===== config.mk =====
export PLATFORM = sky130hd
export DESIGN_NAME = pscr_div
export DESIGN_NICKNAME = d
export VERILOG_FILES = /design/src/rtl/pscr_pkg.sv /design/src/rtl/pscr_div.sv
export SDC_FILE = /design/constraint.sdc
export NUM_CORES = 1
export LEC_CHECK = 0
export BUFFER_PORTS_ARGS = -buffer_cell sky130_fd_sc_hd__buf_2
export CAP_MARGIN = 5
export CORE_MARGIN = 2
export CORE_UTILIZATION = 40
export DETAILED_ROUTE_END_ITERATION = 6
export MAX_ROUTING_LAYER = met4
export PLACE_DENSITY = 0.59
export SLEW_MARGIN = 20
export SYNTH_ARGS = -nofsm -noshare
export SYNTH_HDL_FRONTEND = slang
export SYNTH_SLANG_ARGS = --single-unit

===== constraint.sdc =====
create_clock -name clk -period 7.8 [get_ports clk]
set_clock_uncertainty 0.2 [all_clocks]
set_input_delay 0.78 -clock clk [delete_from_list [all_inputs] [get_ports clk]]
set_output_delay 0.78 -clock clk [all_outputs]
set_load 0.005 [all_outputs]

===== src/rtl/pscr_pkg.sv =====
// pscr_pkg: shared types and constants of the PID screw axis block.
// Used by pscr_smul, pscr_div and pid_screw_axis_simulator; no dependencies.
package pscr_pkg;

	localparam int VAL_W   = 32;
	localparam int INTEG_W = 48;
	localparam int MAG_A_W = 48;
	localparam int MAG_B_W = 32;
	localparam int RES_W   = 62;
	localparam int FRAC    = 16;

	localparam logic [RES_W-1:0] PROD_CAP = RES_W'(64'h1000_0000_0000_0000);

	typedef enum logic [2:0] {
		REG_KP   = 3'd0,
		REG_KI   = 3'd1,
		REG_KD   = 3'd2,
		REG_LIM  = 3'd3,
		REG_LEN  = 3'd4,
		REG_APT  = 3'd5,
		REG_LOAD = 3'd6,
		REG_DRAG = 3'd7
	} cfg_reg_t;

	typedef enum logic [3:0] {
		ST_IDLE, ST_ERR, ST_INT, ST_DCHK, ST_DIV, ST_KP, ST_KI, ST_KD,
		ST_CLAMP, ST_NP, ST_ACC, ST_DRAG, ST_SO, ST_SA, ST_DONE
	} state_t;

	typedef enum logic [1:0] {MP_IDLE, MP_LO, MP_HI, MP_FIN} mul_phase_t;

	typedef struct packed {
		logic               start;
		logic [MAG_A_W-1:0] a;
		logic [MAG_B_W-1:0] b;
		logic               neg;
		logic               sh32;
	} mul_req_t;

	typedef struct packed {
		logic        start;
		logic [31:0] num;
		logic [31:0] den;
	} div_req_t;

	function automatic logic signed [31:0] sat32(input logic signed [63:0] v);
		logic signed [63:0] hi;
		logic signed [63:0] lo;
		hi = 64'sh0000_0000_7FFF_FFFF;
		lo = -64'sh0000_0000_8000_0000;
		if (v > hi)
			return 32'sh7FFF_FFFF;
		else if (v < lo)
			return -32'sh8000_0000;
		else
			return v[31:0];
	endfunction

	function automatic logic signed [47:0] sat48(input logic signed [63:0] v);
		logic signed [63:0] hi;
		logic signed [63:0] lo;
		hi = 64'sh0000_7FFF_FFFF_FFFF;
		lo = -64'sh0000_8000_0000_0000;
		if (v > hi)
			return 48'sh7FFF_FFFF_FFFF;
		else if (v < lo)
			return -48'sh8000_0000_0000;
		else
			return v[47:0];
	endfunction

endpackage


===== src/rtl/pscr_div.sv =====
// pscr_div: restoring divider, (num << 32) / den for num < den, one bit a cycle.
// Depends on pscr_pkg.
module pscr_div (
	input  logic               clk,
	input  logic               arst_n,
	input  pscr_pkg::div_req_t req,
	output logic               done,
	output logic [31:0]        quo
);

	logic [31:0] rem_q;
	logic [31:0] den_q;
	logic [31:0] quo_q;
	logic [5:0]  cnt_q;
	logic        busy_q;
	logic        done_q;
	logic [32:0] t;
	logic        ge;

	always_comb begin
		t  = {rem_q, 1'b0};
		ge = (t >= {1'b0, den_q});
	end

	always_ff @(posedge clk or negedge arst_n) begin
		if (!arst_n) begin
			busy_q <= 1'b0;
			done_q <= 1'b0;
			cnt_q  <= '0;
		end else begin
			done_q <= 1'b0;
			if (!busy_q && req.start) begin
				busy_q <= 1'b1;
				cnt_q  <= 6'd32;
			end else if (busy_q) begin
				cnt_q <= cnt_q - 6'd1;
				if (cnt_q == 6'd1) begin
					busy_q <= 1'b0;
					done_q <= 1'b1;
				end
			end
		end
	end

	always_ff @(posedge clk) begin
		if (!busy_q && req.start) begin
			rem_q <= req.num;
			den_q <= req.den;
			quo_q <= '0;
		end else if (busy_q) begin
			rem_q <= ge ? 32'(t - {1'b0, den_q}) : t[31:0];
			quo_q <= {quo_q[30:0], ge};
		end
	end

	assign done = done_q;
	assign quo  = quo_q;

endmodule


==> flow_summary_export.csv <==
group,metric,value,unit
status,outcome,"finished clean",
route,totalWireLength,13000,um
yosys,synth_edf_count,64,
route,firstDrtPassIters,4,
grt,grt_max_degree,73,
timing,holdWs,39.9,ps
timing,worst_pin_slew,960,ps
worst_setup_path,path_cells,"ha_1, and2_1, nand3_1, nor4_1, a31oi_1, o211ai_1, a31oi_4, o21ai_4, buf_4, nand2_1, o221a_2",
yosys,ys_ff_latch,104,
final_layout,instances_no_fill,892,
worst_setup_path,reg2reg_depth,11,
clocking,post_cts_buffers,0,
route,vias,4556,
min_path,hold_path.class,"input pin to async pin",
clocking,cts_buffers,9,
timing,fin_tns_setup,0,ps
final_layout,final_core_util,47.6,%
route,drc,0,
floorplan,initial_core_util,41.0,%
place,place_hpwl,9520,um
yosys,syn_nets,714,
worst_setup_path,cpPeakStageDelay,480,ps
floorplan,die_area,15900,um2
yosys,synth_area_per_cell,9.74,um2
yosys,yosys_most_used_dff,"edfxtp_1",
run,cap_violations,0,
floorplan,coreArea,14500,um2
clocking,insertion_delay,360,ps
timing,finalCriticalPeriod,3680,ps
timing,rsz0062_at_grt,"no",
worst_setup_path,rrSetupSlack,4120,ps
worst_setup_path,endpoint_kind,"flop",
timing,setup_viol,0,
timing,fin_crit_sh,47.2,%
final_layout,n_antenna_cell,0,
worst_setup_path,crit_cells,11,
power,p_per_area,427,nW/um2
worst_setup_path,start_kind,"flop",
clocking,clk_pin_slew,80,ps
grt,grt_overflow,0,
place,place_ws,4070,ps
yosys,synth_cells,612,
worst_setup_path,slowest_stage,"nor4_1",
timing,hold_violations,0,
power,leakage,3.13,nW
worst_setup_path,required,7720,ps
final_layout,nNetsFinal,805,
place,io_buffers,99,
worst_setup_path,crit_end,"rem_q[28]$_DFFE_PP_",
place,dpl_cell_area,6610,um2
clocking,ctsHoldBuffers,0,
yosys,yosys_warnings,0,
clocking,cts_tree,"done",
floorplan,dieWidth,126,um
grt,antenna_found_initial,0,
yosys,synth.cell_area,5960,um2
yosys,netlist.area_leader.share,32.2,%
floorplan,rows,44,
worst_setup_path,timing.rr.end,"rem_q[28]$_DFFE_PP_",
worst_setup_path,criticalPathCategory,"flop to flop",
route,via_per_inst,5.11,
clocking,clock_sinks,104,
place,dp_cells,876,
worst_setup_path,r2r-start,"rem_q[17]$_DFFE_PP_",
clocking,root_buffer,"clkbuf_16",
worst_setup_path,cp_num_buf_inv,1,
clocking,postCtsResizedCells,0,
grt,grt_pass1_vias,4611,
grt,grt_pass1_wl,21800,um
grt,grt_use_total,17.4,%
route,drtIter0Drc,198,
timing,max_freq,272,MHz
place,gp_congestion,0.873,
worst_setup_path,critPathTopFamily,"simple AND/OR/NAND/NOR gates",
clocking,cts-htree-levels,3,
final_layout,layout_commonest_cell,"buf_2",
timing,slew_violations,0,
final_layout,drive_gt1_share,19.4,%
timing,slew_headroom,36.0,%
worst_setup_path,crit_arrival,3600,ps
route,wl_per_cell,14.6,um
route,drtAntennaViolNets,0,
yosys,yosysUniqueCellTypes,52,
yosys,yosys.area.top_type,"edfxtp_1",
final_layout,stdcell_area,6910,um2
floorplan,die_y,126,um
worst_setup_path,crit_fanout,34,
power,max-vdd-ir-drop,0.177,mV
final_layout,final_cell_mix,"buf_2, nand2_1, edfxtp_1, a21oi_1, o21ai_0",
yosys,async_reset_ff_share,7.69,%
floorplan,pin_count,100,
power,total_power,2.95,mW
final_layout,syn_to_final_growth,15.9,%
clocking,cts_buffer_depth,2,
yosys,synthTopCellsByArea,"edfxtp_1, dfxtp_1, ha_1, a21oi_1, mux2i_1",
yosys,yosysSeqAreaShare,46.3,%
worst_setup_path,crit_start,"rem_q[17]$_DFFE_PP_",
timing,setup_ws,4120,ps
worst min-delay path by stage:
stage / cells past startpoint / start / end / slack, ps
global placement: 2 / quo[12]$_SDFFE_PP0P_ / quo[13]$_SDFFE_PP0P_ / 260
detailed placement: 2 / quo[25]$_SDFFE_PP0P_ / quo[26]$_SDFFE_PP0P_ / 270
global route: 1 / arst_n / busy_q$_DFF_PN0_ / 40
CTS: 1 / arst_n / busy_q$_DFF_PN0_ / 30
finish: 1 / arst_n / busy_q$_DFF_PN0_ / 40
floorplan: 1 / cnt_q[5]$_DFFE_PN0P_ / cnt_q[5]$_DFFE_PN0P_ / 240
synth_stat cells (8+ instances only):
master,number
nand2b_1,40
dfrtp_1,8
dfxtp_1,32
mux2i_1,25
edfxtp_1,64
nand3_1,9
o21ai_0,49
nand2_1,65
a21oi_1,50
xnor2_1,16
clkbuf_1,20
nor2_1,41
xor2_1,16
ha_1,34
inv_1,46
a31oi_1,9
a21o_1,18
report_power, final:
part           total, mW  switching [mW]  internal, mW
sequential          1.01           0.149         0.864
combinational       1.49           0.798         0.693
clock              0.451           0.225         0.226
state kept, by name, summed over array words and instances (netlist names):
signal	flops
rem_q	32
busy_q	1
cnt_q	6
quo	32
done	1
den_q	32
cell type report:
| class | count | area [um2] |
|---|---|---|
| Fill cell | 1416 | 7620 |
| Multi-Input combinational cell | 439 | 2920 |
| Sequential cell | 104 | 2760 |
| Timing Repair Buffer | 103 | 526 |
| Tap cell | 184 | 230 |
| Clock buffer | 9 | 225 |
| Inverter | 46 | 173 |
| Clock inverter | 7 | 72.6 |
layer usage:
metal / vias up / part of all wire (%) / track usage [%]
met2: 78 / 47 / 27.2
met3: 20 / 3.7 / 3.95
met4: 0 / 2.0 / 5.56
met5: - / 0 / -
li1: 2355 / - / -
met1: 2103 / 48 / 22.5
cells by family after synthesis:
logic type	share of synthesized area [%]
and+or+nand+nor	14.0
buffers and inverters	4.72
xor gates and xnor gates	4.70
DFF	46.3
adders and majority gates	7.47
AOI/OAI and AO/OA	18.4
muxes	4.45
(Power assumes the default switching activity.)
