===== src/rtl/pscr_pkg.sv =====
// pscr_pkg: shared types and constants of the PID screw axis block.
// Used by pscr_smul, pscr_div and pid_screw_axis_simulator; no dependencies.
package pscr_pkg;

	localparam int VAL_W   = 32;
	localparam int INTEG_W = 48;
	localparam int MAG_A_W = 48;
	localparam int MAG_B_W = 32;
	localparam int RES_W   = 62;
	localparam int FRAC    = 16;

	localparam logic [RES_W-1:0] PROD_CAP = RES_W'(64'h1000_0000_0000_0000);

	typedef enum logic [2:0] {
		REG_KP   = 3'd0,
		REG_KI   = 3'd1,
		REG_KD   = 3'd2,
		REG_LIM  = 3'd3,
		REG_LEN  = 3'd4,
		REG_APT  = 3'd5,
		REG_LOAD = 3'd6,
		REG_DRAG = 3'd7
	} cfg_reg_t;

	typedef enum logic [3:0] {
		ST_IDLE, ST_ERR, ST_INT, ST_DCHK, ST_DIV, ST_KP, ST_KI, ST_KD,
		ST_CLAMP, ST_NP, ST_ACC, ST_DRAG, ST_SO, ST_SA, ST_DONE
	} state_t;

	typedef enum logic [1:0] {MP_IDLE, MP_LO, MP_HI, MP_FIN} mul_phase_t;

	typedef struct packed {
		logic               start;
		logic [MAG_A_W-1:0] a;
		logic [MAG_B_W-1:0] b;
		logic               neg;
		logic               sh32;
	} mul_req_t;

	typedef struct packed {
		logic        start;
		logic [31:0] num;
		logic [31:0] den;
	} div_req_t;

	function automatic logic signed [31:0] sat32(input logic signed [63:0] v);
		logic signed [63:0] hi;
		logic signed [63:0] lo;
		hi = 64'sh0000_0000_7FFF_FFFF;
		lo = -64'sh0000_0000_8000_0000;
		if (v > hi)
			return 32'sh7FFF_FFFF;
		else if (v < lo)
			return -32'sh8000_0000;
		else
			return v[31:0];
	endfunction

	function automatic logic signed [47:0] sat48(input logic signed [63:0] v);
		logic signed [63:0] hi;
		logic signed [63:0] lo;
		hi = 64'sh0000_7FFF_FFFF_FFFF;
		lo = -64'sh0000_8000_0000_0000;
		if (v > hi)
			return 48'sh7FFF_FFFF_FFFF;
		else if (v < lo)
			return -48'sh8000_0000_0000;
		else
			return v[47:0];
	endfunction

endpackage


===== src/rtl/pscr_smul.sv =====
// pscr_smul: sign-magnitude multiply of a 48 bit by a 32 bit magnitude,
// shifted right by 16 or 32 and capped at 2^60. One 32x32 multiplier, two passes.
// Depends on pscr_pkg.
module pscr_smul (
	input  logic                                clk,
	input  logic                                arst_n,
	input  pscr_pkg::mul_req_t                  req,
	output logic                                done,
	output logic signed [pscr_pkg::RES_W-1:0]   res
);

	pscr_pkg::mul_phase_t phase_q, phase_d;
	logic [pscr_pkg::MAG_A_W-1:0] a_q;
	logic [pscr_pkg::MAG_B_W-1:0] b_q;
	logic                         neg_q;
	logic                         sh_q;
	logic [63:0]                  prod_q;
	logic [63:0]                  lo_q;
	logic signed [pscr_pkg::RES_W-1:0] res_q;
	logic                         done_q;

	logic [31:0] mop;
	logic [63:0] p;
	logic [95:0] full;
	logic [63:0] shifted;
	logic [pscr_pkg::RES_W-1:0] mag;

	always_comb begin
		phase_d = phase_q;
		unique case (phase_q)
			pscr_pkg::MP_IDLE: if (req.start) phase_d = pscr_pkg::MP_LO;
			pscr_pkg::MP_LO:   phase_d = pscr_pkg::MP_HI;
			pscr_pkg::MP_HI:   phase_d = pscr_pkg::MP_FIN;
			pscr_pkg::MP_FIN:  phase_d = pscr_pkg::MP_IDLE;
			default:           phase_d = pscr_pkg::MP_IDLE;
		endcase
	end

	always_comb begin
		mop  = (phase_q == pscr_pkg::MP_LO) ? a_q[31:0] : {16'b0, a_q[47:32]};
		p    = {32'b0, mop} * {32'b0, b_q};
		full = {prod_q, 32'b0} + {32'b0, lo_q};
		// product stays below 2^80, so the top of full is zero
		shifted = sh_q ? full[95:32] : full[79:16];
		if (shifted > 64'(pscr_pkg::PROD_CAP))
			mag = pscr_pkg::PROD_CAP;
		else
			mag = shifted[pscr_pkg::RES_W-1:0];
	end

	always_ff @(posedge clk or negedge arst_n) begin
		if (!arst_n) begin
			phase_q <= pscr_pkg::MP_IDLE;
			done_q  <= 1'b0;
		end else begin
			phase_q <= phase_d;
			done_q  <= (phase_q == pscr_pkg::MP_FIN);
		end
	end

	always_ff @(posedge clk) begin
		if (phase_q == pscr_pkg::MP_IDLE && req.start) begin
			a_q   <= req.a;
			b_q   <= req.b;
			neg_q <= req.neg;
			sh_q  <= req.sh32;
		end
		if (phase_q == pscr_pkg::MP_LO)
			prod_q <= p;
		if (phase_q == pscr_pkg::MP_HI) begin
			lo_q   <= prod_q;
			prod_q <= p;
		end
		if (phase_q == pscr_pkg::MP_FIN)
			res_q <= neg_q ? -$signed(mag) : $signed(mag);
	end

	assign done = done_q;
	assign res  = res_q;

endmodule


===== config.mk =====
export PLATFORM = sky130hd
export DESIGN_NAME = pscr_smul
export DESIGN_NICKNAME = d
export VERILOG_FILES = /design/src/rtl/pscr_pkg.sv /design/src/rtl/pscr_smul.sv
export SDC_FILE = /design/constraint.sdc
export NUM_CORES = 2
export LEC_CHECK = 0
export BUFFER_PORTS_ARGS = -buffer_cell sky130_fd_sc_hd__buf_2
export CAP_MARGIN = 20
export CORE_MARGIN = 2
export CORE_UTILIZATION = 45
export CTS_BUF_LIST = sky130_fd_sc_hd__clkbuf_4 sky130_fd_sc_hd__clkbuf_8
export CTS_CLUSTER_SIZE = 16
export DETAILED_ROUTE_END_ITERATION = 12
export GPL_TIMING_DRIVEN = 0
export SLEW_MARGIN = 20
export SYNTH_ARGS = -nofsm -noshare
export SYNTH_HDL_FRONTEND = slang
export SYNTH_SLANG_ARGS = --single-unit

===== constraint.sdc =====
create_clock -name clk -period 27.1 [get_ports clk]
set_input_delay 2.71 -clock clk [delete_from_list [all_inputs] [get_ports clk]]
set_output_delay 2.71 -clock clk [all_outputs]
set_load 0.02 [all_outputs]

==> key figures <==
Clocking
  – Hold buffer count at CTS: 0
  – Post-CTS Setup Bufs: 0
  – Worst-path clk slew: 0.05 ns
  – Cts bufs inserted: 47
  – Root Driver: clkbuf_8
  – PostCTS Resize Cnt: 0
  – Clk Latency, worst-skew pair: 0.72 ns
  – CTS tree: done
  – CTS Sinks: 259
  – H-tree lvl count: 2
  – Clock buffer depth: 3

STA
  – Final hold violation count: 0
  – Final worst slack: 14.10 ns
  – Max_slew headroom: 15.0%
  – Tightest Pin Transition: between 1 and 1.5 ns
  – Max-slew violation count: 0
  – RSZ-0062 raised after global routing: no
  – Worst hold slack: 0.452 ns
  – Clock skew: between 0.04 and 0.05 ns
  – Setup_tns: 0 ns
  – Setup-failing EPs final: 0
  – Fin crit period: roughly 13 ns
  – Fin crit share: between 40% and 50%
  – FMAX: between 70 and 80 MHz

Worst hold path
  – Hold Path Class: reg2reg

Detailed routing
  – TritonRoute pass-1 iters: 6
  – Wire length per cell: between 20 and 30 µm
  – Via count: approximately 39000
  – Via-to-Cell Ratio: between 5 and 6
  – Drt drc: 0
  – ANT nets after route: 0
  – Initial DRC count: around 4000
  – Routed wire length: between 150000 and 200000 µm

Worst setup path
  – Critical Path AT: roughly 14 ns
  – CP max stage cell: clkbuf_1
  – Crit path launch type: flop
  – Max incr delay on CP: approximately 0.79 ns
  – Crit path kind: reg2reg
  – Most used cell, CP: fa_1
  – CP endpoint kind: flop
  – Delay-heaviest family, CP: adder cells
  – Worst-path fanout max: 10
  – Worst path bufs/invs: 6
  – CP Data Required Time: between 20 and 30 ns

Cells and area
  – Area of the multi-input gates: between 0.03 and 0.04 mm²
  – Layout cells sized above 1: about 6.6%
  – Synthesis-to-layout area growth: 7.57%
  – Fin nets: 6534
  – FF+latch area: just under 0.008 mm²
  – Post-route design area: 0.0520 mm²
  – Fillers: between 10000 and 15000

Synth
  – Area share of the largest cell type after synthesis: 37.2%
  – Yosys cell types: ~120
  – Synth area leader: fa_1
  – Post-synth top flop: edfxtp_1
  – Synth Instances: ~5100
  – Top-count cell post-synth: fa_1
  – Sequential cell area fraction in the yosys report: 16.1%
  – Asr flop ratio synth: around 1.2%
  – Synth Register Bits: 259
  – Dominant cells by area after synthesis: fa_1 (37%), edfxtp_1 (16%), ha_1 (7.8%)
  – Post-synth EDFFs: approximately 260
  – Synthesis warning total: 0
  – Syn nets: ~6300
  – Syn Area/Cell: about 9.6 µm²
  – Post-Syn Area: approximately 0.048 mm²
  – Commonest cells post-synth: fa_1 (897), inv_1 (873), nand2_1 (582), and2_1 (362), and3_1 (302)

Floorplanning
  – Row Count: 120
  – DIE WIDTH: roughly 330 µm
  – Initial Utilization: between 40% and 50%
  – Die ar.: ~0.11 mm²
  – I/O Pins: between 100 and 150
  – Die Y: roughly 330 µm
  – Core ar.: 0.107 mm²

GRT
  – First-pass GRT wire length: around 270000 µm
  – Vias in the first global route: ~40000
  – Initial antenna violation count: 15
  – Total track usage: roughly a third
  – Grt ovf: 0
  – Largest net degree at the start of global routing: 59

Placed design
  – HPWL after DPL: about 150000 µm
  – PortBufs: between 100 and 150
  – Placed cell areas: between 0.05 and 0.06 mm²
  – Post-Place Worst Slack: 14.06 ns
  – RePlAce Congestion: just over 1

Outcome
  – Status: complete, no violations

Job
  – Max-Cap Viols: 0
layout make-up:
| type | count | share of cell area, % |
|---|---|---|
| multi-input cells | 3615 | 69.5 |
| flip-flops and latches | 259 | 14.9 |
| inverters | 874 | 6.31 |
| clock buffers | 60 | 1.44 |
| diodes | 10 | 0.0481 |
| repair buffers | 151 | 1.60 |
| well taps | 1403 | 3.38 |
| plain buffers | 303 | 2.31 |
| clock inverters | 23 | 0.489 |
worst paths after layout:
kind	start	to	slack [ns]	cells after the start
hold reg to reg	prod_q[32]$_DFFE_PP_	lo_q[32]$_DFFE_PP_	0.45	0
max in group asynchronous	arst_n	phase_q[1]$_DFFE_PN0P_	25.20	1
hold / removal	prod_q[32]$_DFFE_PP_	lo_q[32]$_DFFE_PP_	0.45	0
setup reg to reg	phase_q[1]$_DFFE_PN0P_	prod_q[56]$_DFFE_PP_	14.10	29
min in group asynchronous	arst_n	phase_q[0]$_DFFE_PN0P_	1.78	1
setup / recovery	phase_q[1]$_DFFE_PN0P_	prod_q[56]$_DFFE_PP_	14.10	29
worst register-to-register path, delay by kind of cell (launching register included):
kind,cells,cell delay (ns)
adder cells (fa/ha/maj),10,4.86
buffers and inverters,6,3.02
AO/OA/AOI/OAI,7,2.46
AND/OR/NAND/NOR,6,2.02
flip-flops,1,0.45
metrics by stage:
step / instances / util (%)
6_report: 6698 / 48.7
5_1_grt: 6694 / 48.7
4_1_cts: 6687 / 48.7
3_5_place_dp: 6604 / 47.7
3_3_place_gp: 6601 / 47.6
2_1_floorplan: 5051 / -
cells by family after synthesis:
group,synth area share [%]
simple gates,18.1
fa+ha+maj,45.0
buf+inv,9.26
compound gates,8.54
flops,16.1
xor+xnor,2.16
mux,0.955
metal layers:
metal	vias up	part of all wire (%)	track usage (%)
met5	-	0.037	0
met4	10	6.2	17.6
met3	496	9.9	7.68
li1	16600	-	-
met2	2083	44	51.1
met1	19600	40	43.9
registers in the layout, indices dropped and copies added (netlist names):
name / flops
a_q: 48
b_q: 32
done: 1
lo_q: 48
neg_q: 1
phase_q: 2
prod_q: 64
res: 62
sh_q: 1
layout by cell type (no fill, tap or decap), drive strengths merged, types with 13 or more instances in the layout:
cell | netlist | final
a211oi | 28 | 28
a21o | 55 | 55
a21oi | 139 | 139
a31oi | 25 | 25
and2 | 364 | 364
and3 | 303 | 303
and4 | 13 | 13
buf | 35 | 186
clkbuf | 268 | 328
clkinv | 1 | 16
edfxtp | 256 | 256
fa | 897 | 897
ha | 301 | 301
inv | 873 | 874
mux2 | 25 | 25
mux2i | 18 | 18
nand2 | 583 | 583
nand2b | 29 | 29
nand3 | 58 | 58
nand4 | 38 | 38
nor2 | 136 | 136
nor2b | 18 | 18
nor3 | 44 | 44
nor4 | 15 | 15
o211ai | 21 | 21
o21a | 28 | 28
o21ai | 122 | 122
o21bai | 17 | 17
o31ai | 21 | 21
or2 | 13 | 13
or3 | 23 | 23
xnor2 | 73 | 73
xor2 | 46 | 46
Power is left out: the tool's default activity adds up to more than one toggle a clock period on the data nets, which glitch-free logic cannot reach.
